[src/hw/rtl/assert_macros.svh]
// assert_macros.svh: concurrent assertion helpers for the sprite frame sequencer
// expects clk and arst_n in the module that includes it
`ifndef ASSERT_MACROS_SVH
`define ASSERT_MACROS_SVH

// same-cycle implication
`define SFS_ASSERT_IMPL(lbl, ante, cons, msg) \
	lbl: assert property (@(posedge clk) disable iff (!arst_n) (ante) |-> (cons)) \
		else $error(msg);

// next-cycle implication
`define SFS_ASSERT_NEXT(lbl, ante, cons, msg) \
	lbl: assert property (@(posedge clk) disable iff (!arst_n) (ante) |=> (cons)) \
		else $error(msg);

`endif

[src/hw/rtl/sfs_pkg.sv]
// sfs_pkg: shared types and constants of the sprite frame sequencer
// used by sfs_div, sfs_core and sprite_frame_sequencer_unit
package sfs_pkg;

	localparam int MAX_COLUMNS = 64;
	localparam int MAX_ROWS    = 64;
	localparam int TIME_BITS   = 16;
	localparam int ACC_W       = TIME_BITS + 1;
	localparam int FRAME_W     = 12;
	localparam int COUNT_W     = 13;
	localparam int DIM_W       = 7;
	localparam int CELL_W      = 6;
	localparam int DIV_DW      = 22;
	localparam int DIV_CNT_W   = $clog2(DIV_DW);
	localparam int CFG_IDX_W   = 3;
	localparam int CFG_DATA_W  = 16;

	typedef enum logic [1:0] {
		OP_TICK,
		OP_PLAY,
		OP_STOP,
		OP_RESET
	} op_t;

	typedef enum logic [CFG_IDX_W-1:0] {
		CFG_START_FRAME,
		CFG_FRAME_COUNT,
		CFG_FRAME_DURATION,
		CFG_LOOP_ENABLE,
		CFG_REVERSE,
		CFG_COLUMNS,
		CFG_ROWS
	} cfg_idx_t;

	typedef enum logic [2:0] {
		ST_IDLE,
		ST_STEP,
		ST_DIV_ROW,
		ST_DIV_U,
		ST_DIV_V,
		ST_DIV_US,
		ST_DIV_VS,
		ST_DONE
	} state_t;

	typedef struct packed {
		logic [FRAME_W-1:0]   start_frame;
		logic [COUNT_W-1:0]   frame_count;
		logic [TIME_BITS-1:0] frame_duration;
		logic                 loop_enable;
		logic                 reverse;
		logic [DIM_W-1:0]     cols_eff;
		logic [DIM_W-1:0]     rows_eff;
		logic [FRAME_W-1:0]   cap_m1;
	} cfg_t;

	typedef struct packed {
		logic              start;
		logic [DIV_DW-1:0] dividend;
		logic [DIM_W-1:0]  divisor;
	} div_req_t;

	typedef struct packed {
		logic              busy;
		logic              done;
		logic [DIV_DW-1:0] quotient;
		logic [DIM_W-1:0]  remainder;
	} div_rsp_t;

	typedef struct packed {
		logic                 valid;
		logic [FRAME_W-1:0]   frame_index;
		logic [CELL_W-1:0]    cell_column;
		logic [CELL_W-1:0]    cell_row;
		logic [15:0]          u_offset;
		logic [15:0]          v_offset;
		logic [16:0]          u_scale;
		logic [16:0]          v_scale;
		logic                 is_playing;
		logic                 is_finished;
	} res_t;

endpackage

[src/hw/rtl/sfs_div.sv]
// sfs_div: shared restoring divider, one quotient bit per cycle
// depends on sfs_pkg and assert_macros.svh
`include "assert_macros.svh"

module sfs_div (
	input  logic              clk,
	input  logic              arst_n,
	input  sfs_pkg::div_req_t req,
	output sfs_pkg::div_rsp_t rsp
);

	logic                          busy_q;
	logic                          done_q;
	logic [sfs_pkg::DIV_CNT_W-1:0] cnt_q;
	logic [sfs_pkg::DIV_DW-1:0]    dvd_q;
	logic [sfs_pkg::DIV_DW-1:0]    quo_q;
	logic [sfs_pkg::DIM_W-1:0]     rem_q;
	logic [sfs_pkg::DIM_W-1:0]     dvs_q;
	logic [sfs_pkg::DIM_W:0]       rem_sh;
	logic [sfs_pkg::DIM_W:0]       rem_sub;
	logic                          ge;

	assign rem_sh  = {rem_q, dvd_q[sfs_pkg::DIV_DW-1]};
	assign ge      = rem_sh >= {1'b0, dvs_q};
	assign rem_sub = rem_sh - {1'b0, dvs_q};

	always_ff @(posedge clk or negedge arst_n) begin
		if (!arst_n) begin
			busy_q <= 1'b0;
			done_q <= 1'b0;
			cnt_q  <= '0;
		end else begin
			done_q <= 1'b0;
			if (busy_q) begin
				cnt_q <= cnt_q - 1'b1;
				if (cnt_q == '0) begin
					busy_q <= 1'b0;
					done_q <= 1'b1;
				end
			end else if (req.start) begin
				busy_q <= 1'b1;
				cnt_q  <= sfs_pkg::DIV_CNT_W'(sfs_pkg::DIV_DW - 1);
			end
		end
	end

	always_ff @(posedge clk) begin
		if (busy_q) begin
			dvd_q <= {dvd_q[sfs_pkg::DIV_DW-2:0], 1'b0};
			quo_q <= {quo_q[sfs_pkg::DIV_DW-2:0], ge};
			rem_q <= ge ? rem_sub[sfs_pkg::DIM_W-1:0] : rem_sh[sfs_pkg::DIM_W-1:0];
		end else if (req.start) begin
			dvd_q <= req.dividend;
			dvs_q <= req.divisor;
			quo_q <= '0;
			rem_q <= '0;
		end
	end

	assign rsp.busy      = busy_q;
	assign rsp.done      = done_q;
	assign rsp.quotient  = quo_q;
	assign rsp.remainder = rem_q;

	`SFS_ASSERT_NEXT(a_div_done_after_last, busy_q && cnt_q == '0, done_q && !busy_q, "divider missed done")

endmodule

[src/hw/rtl/sfs_core.sv]
// sfs_core: sequencer holding play state, frame stepping loop and division schedule
// depends on sfs_pkg, assert_macros.svh; drives the shared sfs_div
`include "assert_macros.svh"

module sfs_core (
	input  logic                            clk,
	input  logic                            arst_n,
	input  sfs_pkg::cfg_t                   cfg,
	input  logic                            in_valid,
	output logic                            in_ready,
	input  sfs_pkg::op_t                    in_op,
	input  logic [sfs_pkg::TIME_BITS-1:0]   in_elapsed,
	input  logic                            in_restart,
	input  logic                            out_free,
	output sfs_pkg::res_t                   res,
	output sfs_pkg::div_req_t               div_req,
	input  sfs_pkg::div_rsp_t               div_rsp
);

	localparam int FW = sfs_pkg::FRAME_W;
	localparam int EW = sfs_pkg::FRAME_W + 2;
	localparam int AW = sfs_pkg::ACC_W;

	sfs_pkg::state_t state_q, state_d;

	logic [AW-1:0]               acc_q;
	logic [FW-1:0]               frame_q;
	logic                        playing_q;
	logic                        finished_q;
	logic                        started_q;
	logic                        issued_q;
	logic [sfs_pkg::CELL_W-1:0]  col_q;
	logic [sfs_pkg::CELL_W-1:0]  row_q;
	logic [15:0]                 uoff_q;
	logic [15:0]                 voff_q;
	logic [16:0]                 usc_q;
	logic [16:0]                 vsc_q;

	logic [sfs_pkg::COUNT_W-1:0] cnt_eff;
	logic [EW-1:0]               first;
	logic [EW-1:0]               clip_end;
	logic [EW-1:0]               end_m1;
	logic [EW-1:0]               rewind;
	logic [EW-1:0]               cur;
	logic [EW-1:0]               step_raw;
	logic                        step_fin;
	logic [AW:0]                 acc_sum;
	logic [AW-1:0]               acc_sat;
	logic [AW-1:0]               dur;
	logic                        dur_nz;
	logic                        acc_ge;
	logic                        in_acc;
	logic                        div_state;
	logic [FW-1:0]               fdisp;

	function automatic logic [FW-1:0] clamp_fn(input logic [EW-1:0] f, input logic [FW-1:0] lim);
		return (f > {2'b00, lim}) ? lim : f[FW-1:0];
	endfunction

	assign cnt_eff  = (cfg.frame_count == '0) ? sfs_pkg::COUNT_W'(1) : cfg.frame_count;
	assign first    = {2'b00, cfg.start_frame};
	assign clip_end = first + {1'b0, cnt_eff};
	assign end_m1   = clip_end - EW'(1);
	assign rewind   = cfg.reverse ? end_m1 : first;
	assign cur      = {2'b00, frame_q};
	assign fdisp    = clamp_fn(cur, cfg.cap_m1);

	assign dur     = {1'b0, cfg.frame_duration};
	assign dur_nz  = cfg.frame_duration != '0;
	assign acc_sum = {1'b0, acc_q} + {2'b00, in_elapsed};
	assign acc_sat = acc_sum[AW] ? '1 : acc_sum[AW-1:0];
	assign acc_ge  = acc_q >= dur;
	assign in_acc  = in_valid && in_ready;

	always_comb begin
		step_fin = 1'b0;
		if (cfg.reverse) begin
			if (cur <= first) begin
				step_raw = cfg.loop_enable ? end_m1 : first;
				step_fin = !cfg.loop_enable;
			end else begin
				step_raw = cur - EW'(1);
			end
		end else begin
			if (cur + EW'(1) >= clip_end) begin
				step_raw = cfg.loop_enable ? first : end_m1;
				step_fin = !cfg.loop_enable;
			end else begin
				step_raw = cur + EW'(1);
			end
		end
	end

	// next state
	always_comb begin
		state_d = state_q;
		unique case (state_q)
			sfs_pkg::ST_IDLE: begin
				if (in_valid) begin
					if (in_op == sfs_pkg::OP_TICK && playing_q && dur_nz)
						state_d = sfs_pkg::ST_STEP;
					else
						state_d = sfs_pkg::ST_DIV_ROW;
				end
			end
			sfs_pkg::ST_STEP: begin
				if (!(acc_ge && playing_q))
					state_d = sfs_pkg::ST_DIV_ROW;
			end
			sfs_pkg::ST_DIV_ROW: if (div_rsp.done) state_d = sfs_pkg::ST_DIV_U;
			sfs_pkg::ST_DIV_U:   if (div_rsp.done) state_d = sfs_pkg::ST_DIV_V;
			sfs_pkg::ST_DIV_V:   if (div_rsp.done) state_d = sfs_pkg::ST_DIV_US;
			sfs_pkg::ST_DIV_US:  if (div_rsp.done) state_d = sfs_pkg::ST_DIV_VS;
			sfs_pkg::ST_DIV_VS:  if (div_rsp.done) state_d = sfs_pkg::ST_DONE;
			sfs_pkg::ST_DONE:    if (out_free) state_d = sfs_pkg::ST_IDLE;
		endcase
	end

	// outputs
	always_comb begin
		in_ready         = state_q == sfs_pkg::ST_IDLE;
		div_state        = 1'b0;
		div_req.dividend = '0;
		div_req.divisor  = cfg.cols_eff;
		unique case (state_q)
			sfs_pkg::ST_DIV_ROW: begin
				div_state        = 1'b1;
				div_req.dividend = sfs_pkg::DIV_DW'(fdisp);
			end
			sfs_pkg::ST_DIV_U: begin
				div_state        = 1'b1;
				div_req.dividend = sfs_pkg::DIV_DW'({col_q, 16'h0000});
			end
			sfs_pkg::ST_DIV_V: begin
				div_state        = 1'b1;
				div_req.dividend = sfs_pkg::DIV_DW'({row_q, 16'h0000});
				div_req.divisor  = cfg.rows_eff;
			end
			sfs_pkg::ST_DIV_US: begin
				div_state        = 1'b1;
				div_req.dividend = sfs_pkg::DIV_DW'(17'h10000);
			end
			sfs_pkg::ST_DIV_VS: begin
				div_state        = 1'b1;
				div_req.dividend = sfs_pkg::DIV_DW'(17'h10000);
				div_req.divisor  = cfg.rows_eff;
			end
			default: begin
				div_state = 1'b0;
			end
		endcase
		div_req.start = div_state && !issued_q && !div_rsp.done;

		res.valid       = (state_q == sfs_pkg::ST_DONE) && out_free;
		res.frame_index = fdisp;
		res.cell_column = col_q;
		res.cell_row    = row_q;
		res.u_offset    = uoff_q;
		res.v_offset    = voff_q;
		res.u_scale     = usc_q;
		res.v_scale     = vsc_q;
		res.is_playing  = playing_q;
		res.is_finished = finished_q;
	end

	always_ff @(posedge clk or negedge arst_n) begin
		if (!arst_n) begin
			state_q    <= sfs_pkg::ST_IDLE;
			acc_q      <= '0;
			frame_q    <= '0;
			playing_q  <= 1'b0;
			finished_q <= 1'b0;
			started_q  <= 1'b0;
			issued_q   <= 1'b0;
		end else begin
			state_q <= state_d;
			if (div_req.start)
				issued_q <= 1'b1;
			else if (div_rsp.done)
				issued_q <= 1'b0;

			if (in_acc) begin
				unique case (in_op)
					sfs_pkg::OP_TICK: begin
						if (playing_q && dur_nz)
							acc_q <= acc_sat;
					end
					sfs_pkg::OP_PLAY: begin
						if (!started_q || in_restart) begin
							started_q <= 1'b1;
							frame_q   <= clamp_fn(rewind, cfg.cap_m1);
							acc_q     <= '0;
						end
						playing_q  <= 1'b1;
						finished_q <= 1'b0;
					end
					sfs_pkg::OP_STOP: begin
						playing_q <= 1'b0;
					end
					sfs_pkg::OP_RESET: begin
						frame_q    <= started_q ? clamp_fn(rewind, cfg.cap_m1) : '0;
						acc_q      <= '0;
						playing_q  <= 1'b0;
						finished_q <= 1'b0;
					end
				endcase
			end else if (state_q == sfs_pkg::ST_STEP && acc_ge && playing_q) begin
				acc_q   <= acc_q - dur;
				frame_q <= clamp_fn(step_raw, cfg.cap_m1);
				if (step_fin) begin
					playing_q  <= 1'b0;
					finished_q <= 1'b1;
				end
			end
		end
	end

	always_ff @(posedge clk) begin
		if (div_rsp.done) begin
			unique case (state_q)
				sfs_pkg::ST_DIV_ROW: begin
					row_q <= div_rsp.quotient[sfs_pkg::CELL_W-1:0];
					col_q <= div_rsp.remainder[sfs_pkg::CELL_W-1:0];
				end
				sfs_pkg::ST_DIV_U:  uoff_q <= div_rsp.quotient[15:0];
				sfs_pkg::ST_DIV_V:  voff_q <= div_rsp.quotient[15:0];
				sfs_pkg::ST_DIV_US: usc_q  <= div_rsp.quotient[16:0];
				sfs_pkg::ST_DIV_VS: vsc_q  <= div_rsp.quotient[16:0];
				default: ;
			endcase
		end
	end

	`SFS_ASSERT_IMPL(a_finished_not_playing, finished_q, !playing_q, "finished while playing")
	`SFS_ASSERT_NEXT(a_busy_after_transfer, in_acc, state_q != sfs_pkg::ST_IDLE, "idle after transfer")
	`SFS_ASSERT_IMPL(a_issue_when_free, div_req.start, !div_rsp.busy, "divider started while busy")

endmodule

[src/hw/rtl/sprite_frame_sequencer_unit.sv]
// sprite_frame_sequencer_unit: top level with config registers, sheet geometry and output register
// depends on sfs_pkg, sfs_div, sfs_core and assert_macros.svh
//
// channel  | direction | handshake            | payload
// s_*      | in        | s_tvalid / s_tready  | s_tuser op, s_tdata elapsed and restart
// m_*      | out       | m_tvalid / m_tready  | m_tdata frame, cell, uv offset and scale, flags
// cfg_*    | in        | cfg_we               | cfg_index, cfg_data
//
// every item runs the division schedule; a tick while playing first runs the step state
// the five divisions go through the shared one-bit-per-cycle divider
// the tick catch-up loop steps one frame per cycle
// arst_n clears state and loads config reset values; no clearing pass
// s_tready drops until the result sits in the output register, which may wait on m_tready
`include "assert_macros.svh"

module sprite_frame_sequencer_unit (
	input  logic                              clk,
	input  logic                              arst_n,
	input  logic                              s_tvalid,
	output logic                              s_tready,
	input  logic [23:0]                       s_tdata,   // elapsed[15:0], restart[16], zero pad
	input  logic [1:0]                        s_tuser,   // operation[1:0]
	output logic                              m_tvalid,
	input  logic                              m_tready,
	// frame_index, cell_column, cell_row, u_offset, v_offset, u_scale, v_scale,
	// is_playing, is_finished, zero pad
	output logic [95:0]                       m_tdata,
	input  logic                              cfg_we,
	input  logic [sfs_pkg::CFG_IDX_W-1:0]     cfg_index,
	input  logic [sfs_pkg::CFG_DATA_W-1:0]    cfg_data
);

	logic [sfs_pkg::FRAME_W-1:0]   start_frame_q;
	logic [sfs_pkg::COUNT_W-1:0]   frame_count_q;
	logic [sfs_pkg::TIME_BITS-1:0] frame_duration_q;
	logic                          loop_enable_q;
	logic                          reverse_q;
	logic [sfs_pkg::DIM_W-1:0]     columns_q;
	logic [sfs_pkg::DIM_W-1:0]     rows_q;

	logic [sfs_pkg::DIM_W-1:0]     cols_eff;
	logic [sfs_pkg::DIM_W-1:0]     rows_eff;
	logic [2*sfs_pkg::DIM_W-1:0]   cap_prod;
	logic [2*sfs_pkg::DIM_W-1:0]   cap;

	sfs_pkg::cfg_t     cfg;
	sfs_pkg::res_t     res;
	sfs_pkg::div_req_t div_req;
	sfs_pkg::div_rsp_t div_rsp;

	logic        m_tvalid_q;
	logic [95:0] m_tdata_q;
	logic        out_free;

	always_ff @(posedge clk or negedge arst_n) begin
		if (!arst_n) begin
			start_frame_q    <= '0;
			frame_count_q    <= sfs_pkg::COUNT_W'(1);
			frame_duration_q <= '0;
			loop_enable_q    <= 1'b0;
			reverse_q        <= 1'b0;
			columns_q        <= sfs_pkg::DIM_W'(1);
			rows_q           <= sfs_pkg::DIM_W'(1);
		end else if (cfg_we) begin
			unique case (cfg_index)
				sfs_pkg::CFG_START_FRAME:    start_frame_q    <= cfg_data[sfs_pkg::FRAME_W-1:0];
				sfs_pkg::CFG_FRAME_COUNT:    frame_count_q    <= cfg_data[sfs_pkg::COUNT_W-1:0];
				sfs_pkg::CFG_FRAME_DURATION: frame_duration_q <= cfg_data[sfs_pkg::TIME_BITS-1:0];
				sfs_pkg::CFG_LOOP_ENABLE:    loop_enable_q    <= cfg_data[0];
				sfs_pkg::CFG_REVERSE:        reverse_q        <= cfg_data[0];
				sfs_pkg::CFG_COLUMNS:        columns_q        <= cfg_data[sfs_pkg::DIM_W-1:0];
				sfs_pkg::CFG_ROWS:           rows_q           <= cfg_data[sfs_pkg::DIM_W-1:0];
				default: ;
			endcase
		end
	end

	// sheet geometry, clamped
	always_comb begin
		if (columns_q == '0)
			cols_eff = sfs_pkg::DIM_W'(1);
		else if (columns_q > sfs_pkg::DIM_W'(sfs_pkg::MAX_COLUMNS))
			cols_eff = sfs_pkg::DIM_W'(sfs_pkg::MAX_COLUMNS);
		else
			cols_eff = columns_q;

		if (rows_q == '0)
			rows_eff = sfs_pkg::DIM_W'(1);
		else if (rows_q > sfs_pkg::DIM_W'(sfs_pkg::MAX_ROWS))
			rows_eff = sfs_pkg::DIM_W'(sfs_pkg::MAX_ROWS);
		else
			rows_eff = rows_q;

		cap_prod = cols_eff * rows_eff;
		cap      = (cap_prod > (2*sfs_pkg::DIM_W)'(4096)) ? (2*sfs_pkg::DIM_W)'(4096) : cap_prod;
	end

	always_comb begin
		cfg.start_frame    = start_frame_q;
		cfg.frame_count    = frame_count_q;
		cfg.frame_duration = frame_duration_q;
		cfg.loop_enable    = loop_enable_q;
		cfg.reverse        = reverse_q;
		cfg.cols_eff       = cols_eff;
		cfg.rows_eff       = rows_eff;
		cfg.cap_m1         = sfs_pkg::FRAME_W'(cap - (2*sfs_pkg::DIM_W)'(1));
	end

	sfs_div u_div (
		.clk    (clk),
		.arst_n (arst_n),
		.req    (div_req),
		.rsp    (div_rsp)
	);

	sfs_core u_core (
		.clk        (clk),
		.arst_n     (arst_n),
		.cfg        (cfg),
		.in_valid   (s_tvalid),
		.in_ready   (s_tready),
		.in_op      (sfs_pkg::op_t'(s_tuser)),
		.in_elapsed (s_tdata[sfs_pkg::TIME_BITS-1:0]),
		.in_restart (s_tdata[16]),
		.out_free   (out_free),
		.res        (res),
		.div_req    (div_req),
		.div_rsp    (div_rsp)
	);

	assign out_free = !m_tvalid_q || m_tready;

	always_ff @(posedge clk or negedge arst_n) begin
		if (!arst_n) begin
			m_tvalid_q <= 1'b0;
		end else if (res.valid) begin
			m_tvalid_q <= 1'b1;
		end else if (m_tready) begin
			m_tvalid_q <= 1'b0;
		end
	end

	always_ff @(posedge clk) begin
		if (res.valid) begin
			m_tdata_q <= {4'h0, res.is_finished, res.is_playing, res.v_scale, res.u_scale,
				res.v_offset, res.u_offset, res.cell_row, res.cell_column, res.frame_index};
		end
	end

	assign m_tvalid = m_tvalid_q;
	assign m_tdata  = m_tdata_q;

	`SFS_ASSERT_IMPL(a_no_result_overwrite, res.valid, !m_tvalid_q || m_tready, "result overwritten")

endmodule

[config.mk]
export PLATFORM = sky130hd
export DESIGN_NAME = sprite_frame_sequencer_unit
export DESIGN_NICKNAME = d
export VERILOG_FILES = /design/src/hw/rtl/sfs_pkg.sv /design/src/hw/rtl/sfs_div.sv /design/src/hw/rtl/sfs_core.sv /design/src/hw/rtl/sprite_frame_sequencer_unit.sv
export VERILOG_INCLUDE_DIRS = /design/src /design/src/hw/rtl
export SDC_FILE = /design/constraint.sdc
export NUM_CORES = 1
export LEC_CHECK = 0
export ABC_AREA = 1
export BUFFER_PORTS_ARGS = -buffer_cell sky130_fd_sc_hd__buf_2
export CAP_MARGIN = 20
export CELL_PAD_IN_SITES_DETAIL_PLACEMENT = 1
export CELL_PAD_IN_SITES_GLOBAL_PLACEMENT = 2
export CORE_MARGIN = 2
export CORE_UTILIZATION = 38
export DETAILED_ROUTE_END_ITERATION = 7
export PLACE_DENSITY = 0.91
export SYNTH_ARGS = -nofsm -noshare
export SYNTH_HDL_FRONTEND = slang
export SYNTH_HIERARCHICAL = 1
export SYNTH_SLANG_ARGS = --single-unit
[constraint.sdc]
create_clock -name clk -period 9.65 [get_ports clk]
set_input_delay 2.895 -clock clk [delete_from_list [all_inputs] [get_ports clk]]
set_output_delay 2.895 -clock clk [all_outputs]
set_load 0.02 [all_outputs]
==> results of run 1 <==
==> layer usage <==
| layer | vias to the layer above | wire (µm) |
|---|---|---|
| met5 | - | 13 |
| li1 | 8126 | - |
| met2 | 230 | 28500 |
| met4 | 2 | 1570 |
| met3 | 77 | 1740 |
| met1 | 8175 | 26800 |
==> cell type report <==
class	count	share of cell area [%]
well taps	696	3.75
flip-flops and latches	324	39.7
inverters	382	6.20
repair buffers	154	3.67
clock buffers	43	4.04
clock inverters	23	1.20
multi-input cells	1617	41.4
==> layout by cell type, fill, tap and decap left out, types with 47 or more instances in the layout <==
cell type    n
nand2_1    562
o21ai_0    155
dfrtp_1     98
edfxtp_1   222
buf_2      136
nand3_1    156
a21oi_1     75
nand2_2     47
nor2_1     162
ha_1       148
inv_1      357
==> report_power, final <==
| group | internal (mW) | leakage [nW] | switching (mW) | total, mW |
|---|---|---|---|---|
| Sequential | 1.56 | 3.26 | 0.0683 | 1.63 |
| Combinational | 0.687 | 7.20 | 1.37 | 2.06 |
| Clock | 0.814 | 0.582 | 0.589 | 1.40 |
==> worst paths after layout <==
path                                      to        startpoint
max                          u_div/dvd_q[10]      columns_q[2]
min in group asynchronous    u_core/acc_q[2]            arst_n
max in group asynchronous  frame_count_q[11]            arst_n
min                              m_tdata[27]  u_core/uoff_q[3]
min reg2reg                      m_tdata[27]  u_core/uoff_q[3]
max reg2reg                  u_div/dvd_q[10]      columns_q[2]
==> sequential cells by signal, indices dropped and copies added, names as in the netlist, 3 cells and up <==
signal and count:
frame_duration_q 16, u_div/rem_q 7, u_div/dvd_q 22, u_core/row_q 6, u_core/usc_q 17, rows_q 7, u_core/uoff_q 16, u_div/quo_q 17
u_core/acc_q 17, u_core/frame_q 12, start_frame_q 12, u_core/col_q 6, columns_q 7, frame_count_q 13, u_core/state_q 3, m_tdata 92
u_core/voff_q 16, u_div/cnt_q 5, u_core/vsc_q 17, u_div/dvs_q 7
==> worst max-delay path, delay by kind of cell (launching register included) <==
family	cells	cell delay (ps)
AOI/OAI and AO/OA	8	2110
DFF	1	400
and+or+nand+nor	22	2350
buffers and inverters	7	660
adders and majority gates	7	2960
==> per-stage QoR <==
stage	power, mW	instances
floorplan	3.19	2405
global placement	3.58	3169
detailed placement	3.70	3169
CTS	5.12	3235
global route	5.45	3239
finish	5.09	3239
==> impl_metrics.ini, run 1 <==
[global_routing]
gr-total-overflow = 0
grt_pass1_wl_mm = 93.3
grt_usage_pct = 20.8
grt_use_met2_pct = 36.2
grt_max_degree = 84
first_global_vias = 17300
met3_usage_pct = 2.22
grt_antenna_before_repair = 2
use_met1_pct = 27.1
top_usage_layer = met2

[drt]
viasPerCell = 5.13
wl_per_cell_um = 18.1
drtPass1Iterations = 4
via_count = 16600
wl_mm = 58.7
drc_errors = 0
ant_nets = 0
initialDrtViolationCount = 913

[clocking]
cts_setup_buffers = 0
clk_pin_slew_ps = 60
worstSkewPairLatency_ps = 570
cts_hold_buffers = 0
cts_root_buffer = clkbuf_16
cts_buffers = 36
clk_path_buf_depth = 3
tritoncts = built
cts_resized = 0
htree_levels = 2
cts_num_sinks = 324

[die]
die_h_um = 237
core-area_um2 = 53800
placementRows = 85
die_w_um = 237
die_area_um2 = 56300
ioPinCount = 148
initial_utilization_pct = 38.4

[final_layout]
final_nets = 2741
final-seq-area_um2 = 9220
antenna_cells = 0
area_growth_pct = 12.3
n_fill_cell = 6392
layout-drive-gt1-share_pct = 13.9
final_area_um2 = 23200
multi_input_area_um2 = 9620
fin_util_pct = 43.1

[timing]
worst_pin_slew_ps = 1110
slew_headroom_pct = 25.8
timing.fmax_ghz = 0.114
post-route-period-util_pct = 90.6
hold_viol_final = 0
rsz0062_at_grt = false
drv_slew = 0
worst_slack_ps = 909
setup_viol = 0
clock_skew_ps = 21.8
whs_ps = 419
fin_tns_setup_ps = 0
period_needed_ps = 8740

[worst_setup_path]
path_max_fanout = 24
cp.required_ps = 9980
r2r_cells = 44
cp_common_cell = nand2_1
crit_path_end_kind = register
cp-start-kind = register
critPathSlowestCell = fa_1
cp.arrival_ps = 9070
crit_type = reg2reg
r2r_setup_slack_ps = 910
max_stage_delay_ps = 530

[worst_hold_path]
hold_class = reg2reg
whs_path_depth = 0

[place]
place_area_um2 = 21900
dp_hpwl_mm = 45.7
routabilityCongestion = 0.853
port_buffers = 136
pre_cts_slack_ps = 663

[yosys]
syn_avg_cell_area_um2 = 8.62
yosys_warnings = 6
syn_inst = 2399
synth_area_um2 = 20700

[pwr]
worst_ir_drop_vdd_uv = 113
p_leak_nw = 11.0
powerDensity_nw_per_um2 = 219

[run_status]
status = complete, no violations

[run]
cap_viol_max_count = 0
Power figures use the tool's default switching activity.
==> run 2, diff against run 1 <==
CELL_PAD_IN_SITES_DETAIL_PLACEMENT = default   (was 1)
CELL_PAD_IN_SITES_GLOBAL_PLACEMENT = default   (was 2)
CORE_UTILIZATION = 62   (was 38)
PLACE_DENSITY = 0.92   (was 0.91)
==> impl_metrics.ini, run 2 (same netlist as run 1, synthesis figures left out) <==
[run_status]
status = finished with violations
violations = design-rule violations

[final_layout]
final_nets = 2738
largest_reg_flops = 92
final_area_um2 = 22900
layout.cells.most_common = nand2_1
layout-drive-gt1-share_pct = 14.1
fin_util_pct = 70.0
layout_common_cells = nand2_1, inv_1, edfxtp_1, nor2_1, nand3_1
area_growth_pct = 10.7

[die]
core-area_um2 = 32700
placementRows = 66
ioPinCount = 148
die_w_um = 187
die_h_um = 187
die_area_um2 = 34800
initial_utilization_pct = 63.2

[place]
place_area_um2 = 21600
pre_cts_slack_ps = 1500
port_buffers = 136
routabilityCongestion = 0.956
dp_hpwl_mm = 37.0

[clocking]
clk_path_buf_depth = 3
cts_buffers = 34
cts_root_buffer = clkbuf_16
cts_resized = 0
worstSkewPairLatency_ps = 530
tritoncts = built
cts_hold_buffers = 0
cts_setup_buffers = 0
cts_num_sinks = 324
htree_levels = 2
clk_pin_slew_ps = 60

[worst_hold_path]
hold_class = reg2reg

[global_routing]
grt_usage_pct = 29.1
grt_max_degree = 94
grt_antenna_before_repair = 1
first_global_vias = 16400
grt_pass1_wl_mm = 82.2
gr-total-overflow = 0

[worst_setup_path]
crit_cells = 43
cp.required_ps = 9940
path_max_fanout = 24
cp-endpoint = u_div/dvd_q[11]
startpoint = columns_q[1]
critPathBufInv = 6
crit_type = reg2reg
r2r_start = columns_q[1]
cp.arrival_ps = 8670
critPathTopFamily = adder cells
critPathSlowestCell = fa_1
rr_endpoint = u_div/dvd_q[11]
crit_path_end_kind = register
r2r_cells = 43
max_stage_delay_ps = 540
r2r_setup_slack_ps = 1270
cp-start-kind = register
cp_common_cell = nand2_1

[drt]
drtPass1Iterations = 8
wl_per_cell_um = 17.0
via_count = 17100
wl_mm = 50.8
viasPerCell = 5.72
initialDrtViolationCount = 1756
drc_errors = 1
ant_nets = 0

[timing]
timing.fmax_ghz = 0.119
period_needed_ps = 8380
setup_viol = 0
rsz0062_at_grt = false
post-route-period-util_pct = 86.8
worst_slack_ps = 1270
hold_viol_final = 0
fin_tns_setup_ps = 0
slew_headroom_pct = 30.1
worst_pin_slew_ps = 1040
clock_skew_ps = 19.5
drv_slew = 0

[pwr]
powerDensity_nw_per_um2 = 222
pwr-share-seq_pct = 32.1
worst_ir_drop_vdd_uv = 177
p_sw_share_pct = 39.1
p_switching_mw = 1.99
p_leak_nw = 11.0
p_comb_share_pct = 40.0
p_int_mw = 3.09
pwr-share-clk_pct = 27.9

[run]
cap_viol_max_count = 0
-- run 2: layer usage --
metal	global-route usage (%)	vias up	share of wire (%)
met3	4.04	139	8.1
li1	-	8144	-
met1	38.3	7941	40
met4	10.2	0	3.4
met5	0	-	0
met2	49.7	841	48
-- run 2: worst min-delay path by stage --
| stage | from | slack, ps | depth (start not counted) | endpoint |
|---|---|---|---|---|
| CTS | u_core/usc_q[1] | 420 | 0 | m_tdata[57] |
| global route | u_core/vsc_q[1] | 420 | 0 | m_tdata[74] |
| global placement | u_core/vsc_q[11] | 400 | 0 | m_tdata[84] |
| floorplan | u_core/uoff_q[0] | 400 | 0 | m_tdata[24] |
| finish | u_core/vsc_q[1] | 420 | 0 | m_tdata[74] |
| detailed placement | u_core/usc_q[4] | 400 | 0 | m_tdata[60] |
-- run 2: per-stage QoR --
stage	power [mW]	std cells	hold WS, ps
6_report	5.07	2982	418
3_5_place_dp	3.61	2915	405
3_3_place_gp	3.51	2915	401
5_1_grt	5.38	2981	422
4_1_cts	5.03	2977	419
2_1_floorplan	3.19	2405	400
-- run 2: layout make-up --
class | instances | area (µm²)
flip-flops and latches | 324 | 9220
inverters | 382 | 1440
diodes | 2 | 5.00
repair buffers | 153 | 831
fillers | 2452 | 9820
clock buffers | 38 | 907
clock inverters | 24 | 308
well taps | 442 | 553
multi-input cells | 1617 | 9620
-- run 2: power by group through the flow --
stage / Combinational (mW) / Sequential, mW / Clock, mW
global route: 2.26 / 1.64 / 1.48
CTS: 1.97 / 1.63 / 1.43
global placement: 1.86 / 1.65 / 0
floorplan: 1.57 / 1.62 / 0
detailed placement: 1.96 / 1.65 / 0
finish: 2.03 / 1.63 / 1.41
==> run 3, diff against run 2 <==
--- a/config.mk
+++ b/config.mk
@@ -14,3 +14,3 @@
 export DETAILED_ROUTE_END_ITERATION = 7
-export PLACE_DENSITY = 0.92
+export PLACE_DENSITY = 0.87
 export SYNTH_ARGS = -nofsm -noshare
==> constraint.sdc (replaced) <==
create_clock -name clk -period 9.65 [get_ports clk]
set_input_delay 2.4125 -clock clk [delete_from_list [all_inputs] [get_ports clk]]
set_output_delay 2.4125 -clock clk [all_outputs]
set_load 0.02 [all_outputs]
==> impl_metrics.ini, run 3 (same netlist as run 1, synthesis figures left out) <==
[clocking]
tritoncts = built
htree_levels = 2
clk_pin_slew_ps = 70
cts_num_sinks = 324
clk_path_buf_depth = 3
cts_resized = 0
worstSkewPairLatency_ps = 540
cts_hold_buffers = 0
cts_root_buffer = clkbuf_16
cts_buffers = 34
cts_setup_buffers = 0

[timing]
clock_skew_ps = 17.7
worst_pin_slew_ps = 1100
slew_headroom_pct = 26.4
period_needed_ps = 8350
setup_viol = 0
fin_tns_setup_ps = 0
hold_viol_final = 0
drv_slew = 0
worst_slack_ps = 1300
post-route-period-util_pct = 86.5
rsz0062_at_grt = false
timing.fmax_ghz = 0.120

[worst_hold_path]
whs_path_depth = 0
hold_class = reg2reg
whs_endpoint = m_tdata[84]
hold_start = u_core/vsc_q[11]

[worst_setup_path]
rr_endpoint = u_div/dvd_q[11]
r2r_start = columns_q[1]
critPathSlowestCell = fa_1
cp.required_ps = 9930
r2r_cells = 44
crit_type = reg2reg
max_stage_delay_ps = 530
path_max_fanout = 24
cp.arrival_ps = 8630
cp-start-kind = register
cp_common_cell = nand2_1
crit_path_end_kind = register
r2r_setup_slack_ps = 1300

[drt]
via_count = 16700
drc_errors = 0
wl_per_cell_um = 16.3
drtPass1Iterations = 6
viasPerCell = 5.60
initialDrtViolationCount = 1370
ant_nets = 0
wl_mm = 48.6

[global_routing]
top_usage_layer = met2
grt_pass1_wl_mm = 79.3
gr-total-overflow = 0
use_met1_pct = 37.7
grt_use_met2_pct = 47.0
grt_max_degree = 81
met3_usage_pct = 3.67
grt_antenna_before_repair = 1
grt_usage_pct = 27.9
first_global_vias = 15900

[die]
core-area_um2 = 32700
ioPinCount = 148
placementRows = 66
initial_utilization_pct = 63.2
die_area_um2 = 34800
die_w_um = 187
die_h_um = 187

[final_layout]
fin_cells = 2978
layout_common_cells = nand2_1, inv_1, edfxtp_1, nor2_1, nand3_1
n_fill_cell = 2497
fin_util_pct = 69.8
largest_reg_flops = 92
layout-drive-gt1-share_pct = 14.1
final_nets = 2736
final_area_um2 = 22800
layout.cells.most_common = nand2_1
area_growth_pct = 10.5

[place]
place_inst = 2915
dp_hpwl_mm = 35.8
port_buffers = 136
routabilityCongestion = 0.951
place_area_um2 = 21600
pre_cts_slack_ps = 1470

[run_status]
status = complete, no violations

[run]
cap_viol_max_count = 0

[pwr]
worst_ir_drop_vdd_uv = 154
powerDensity_nw_per_um2 = 220
p_leak_nw = 11.0
## run 3: layout make-up
| class | count | area [µm²] | area share (%) |
|---|---|---|---|
| timing repair buffer | 151 | 796 | 3.48 |
| clock buffer | 37 | 882 | 3.86 |
| multi-input combinational | 1617 | 9620 | 42.1 |
| sequential | 324 | 9220 | 40.4 |
| antenna | 1 | 2.50 | 0.0110 |
| tap | 442 | 553 | 2.42 |
| clock inverter | 24 | 328 | 1.44 |
| inverter | 382 | 1440 | 6.30 |
## run 3: routing by layer
layer | vias up | share of wire, %
met2 | 691 | 48
met4 | 0 | 2.8
met3 | 93 | 7.4
met5 | - | 0
met1 | 7751 | 42
li1 | 8131 | -
## run 3: critical path, delay by kind of cell, from the launching register on
kind | cells | cell delay, ps
DFF | 1 | 400
buffers and inverters | 7 | 620
adders and majority gates | 7 | 2870
AOI/OAI and AO/OA | 8 | 1860
and+or+nand+nor | 22 | 2310
## run 3: worst max-delay path by stage
stage                      start           endpoint  cells after the start
global route        columns_q[1]  u_core/frame_q[1]                     44
detailed placement  columns_q[2]  u_core/frame_q[5]                     42
global placement    columns_q[2]  u_core/frame_q[1]                     43
finish              columns_q[1]    u_div/dvd_q[11]                     44
CTS                 columns_q[1]    u_div/dvd_q[11]                     44
floorplan           columns_q[2]  u_core/frame_q[4]                     40
## run 3: report_power, final
| part | switching, mW | internal, mW | leakage, nW |
|---|---|---|---|
| sequential | 0.0693 | 1.56 | 3.26 |
| combinational | 1.31 | 0.677 | 7.17 |
| clock | 0.568 | 0.837 | 0.596 |
## run 3: stage by stage
| stage | hold WS (ps) | power (mW) |
|---|---|---|
| 6_report | 418 | 5.02 |
| 5_1_grt | 423 | 5.36 |
| 4_1_cts | 419 | 5.01 |
| 3_5_place_dp | 405 | 3.60 |
| 3_3_place_gp | 401 | 3.51 |
| 2_1_floorplan | 400 | 3.19 |
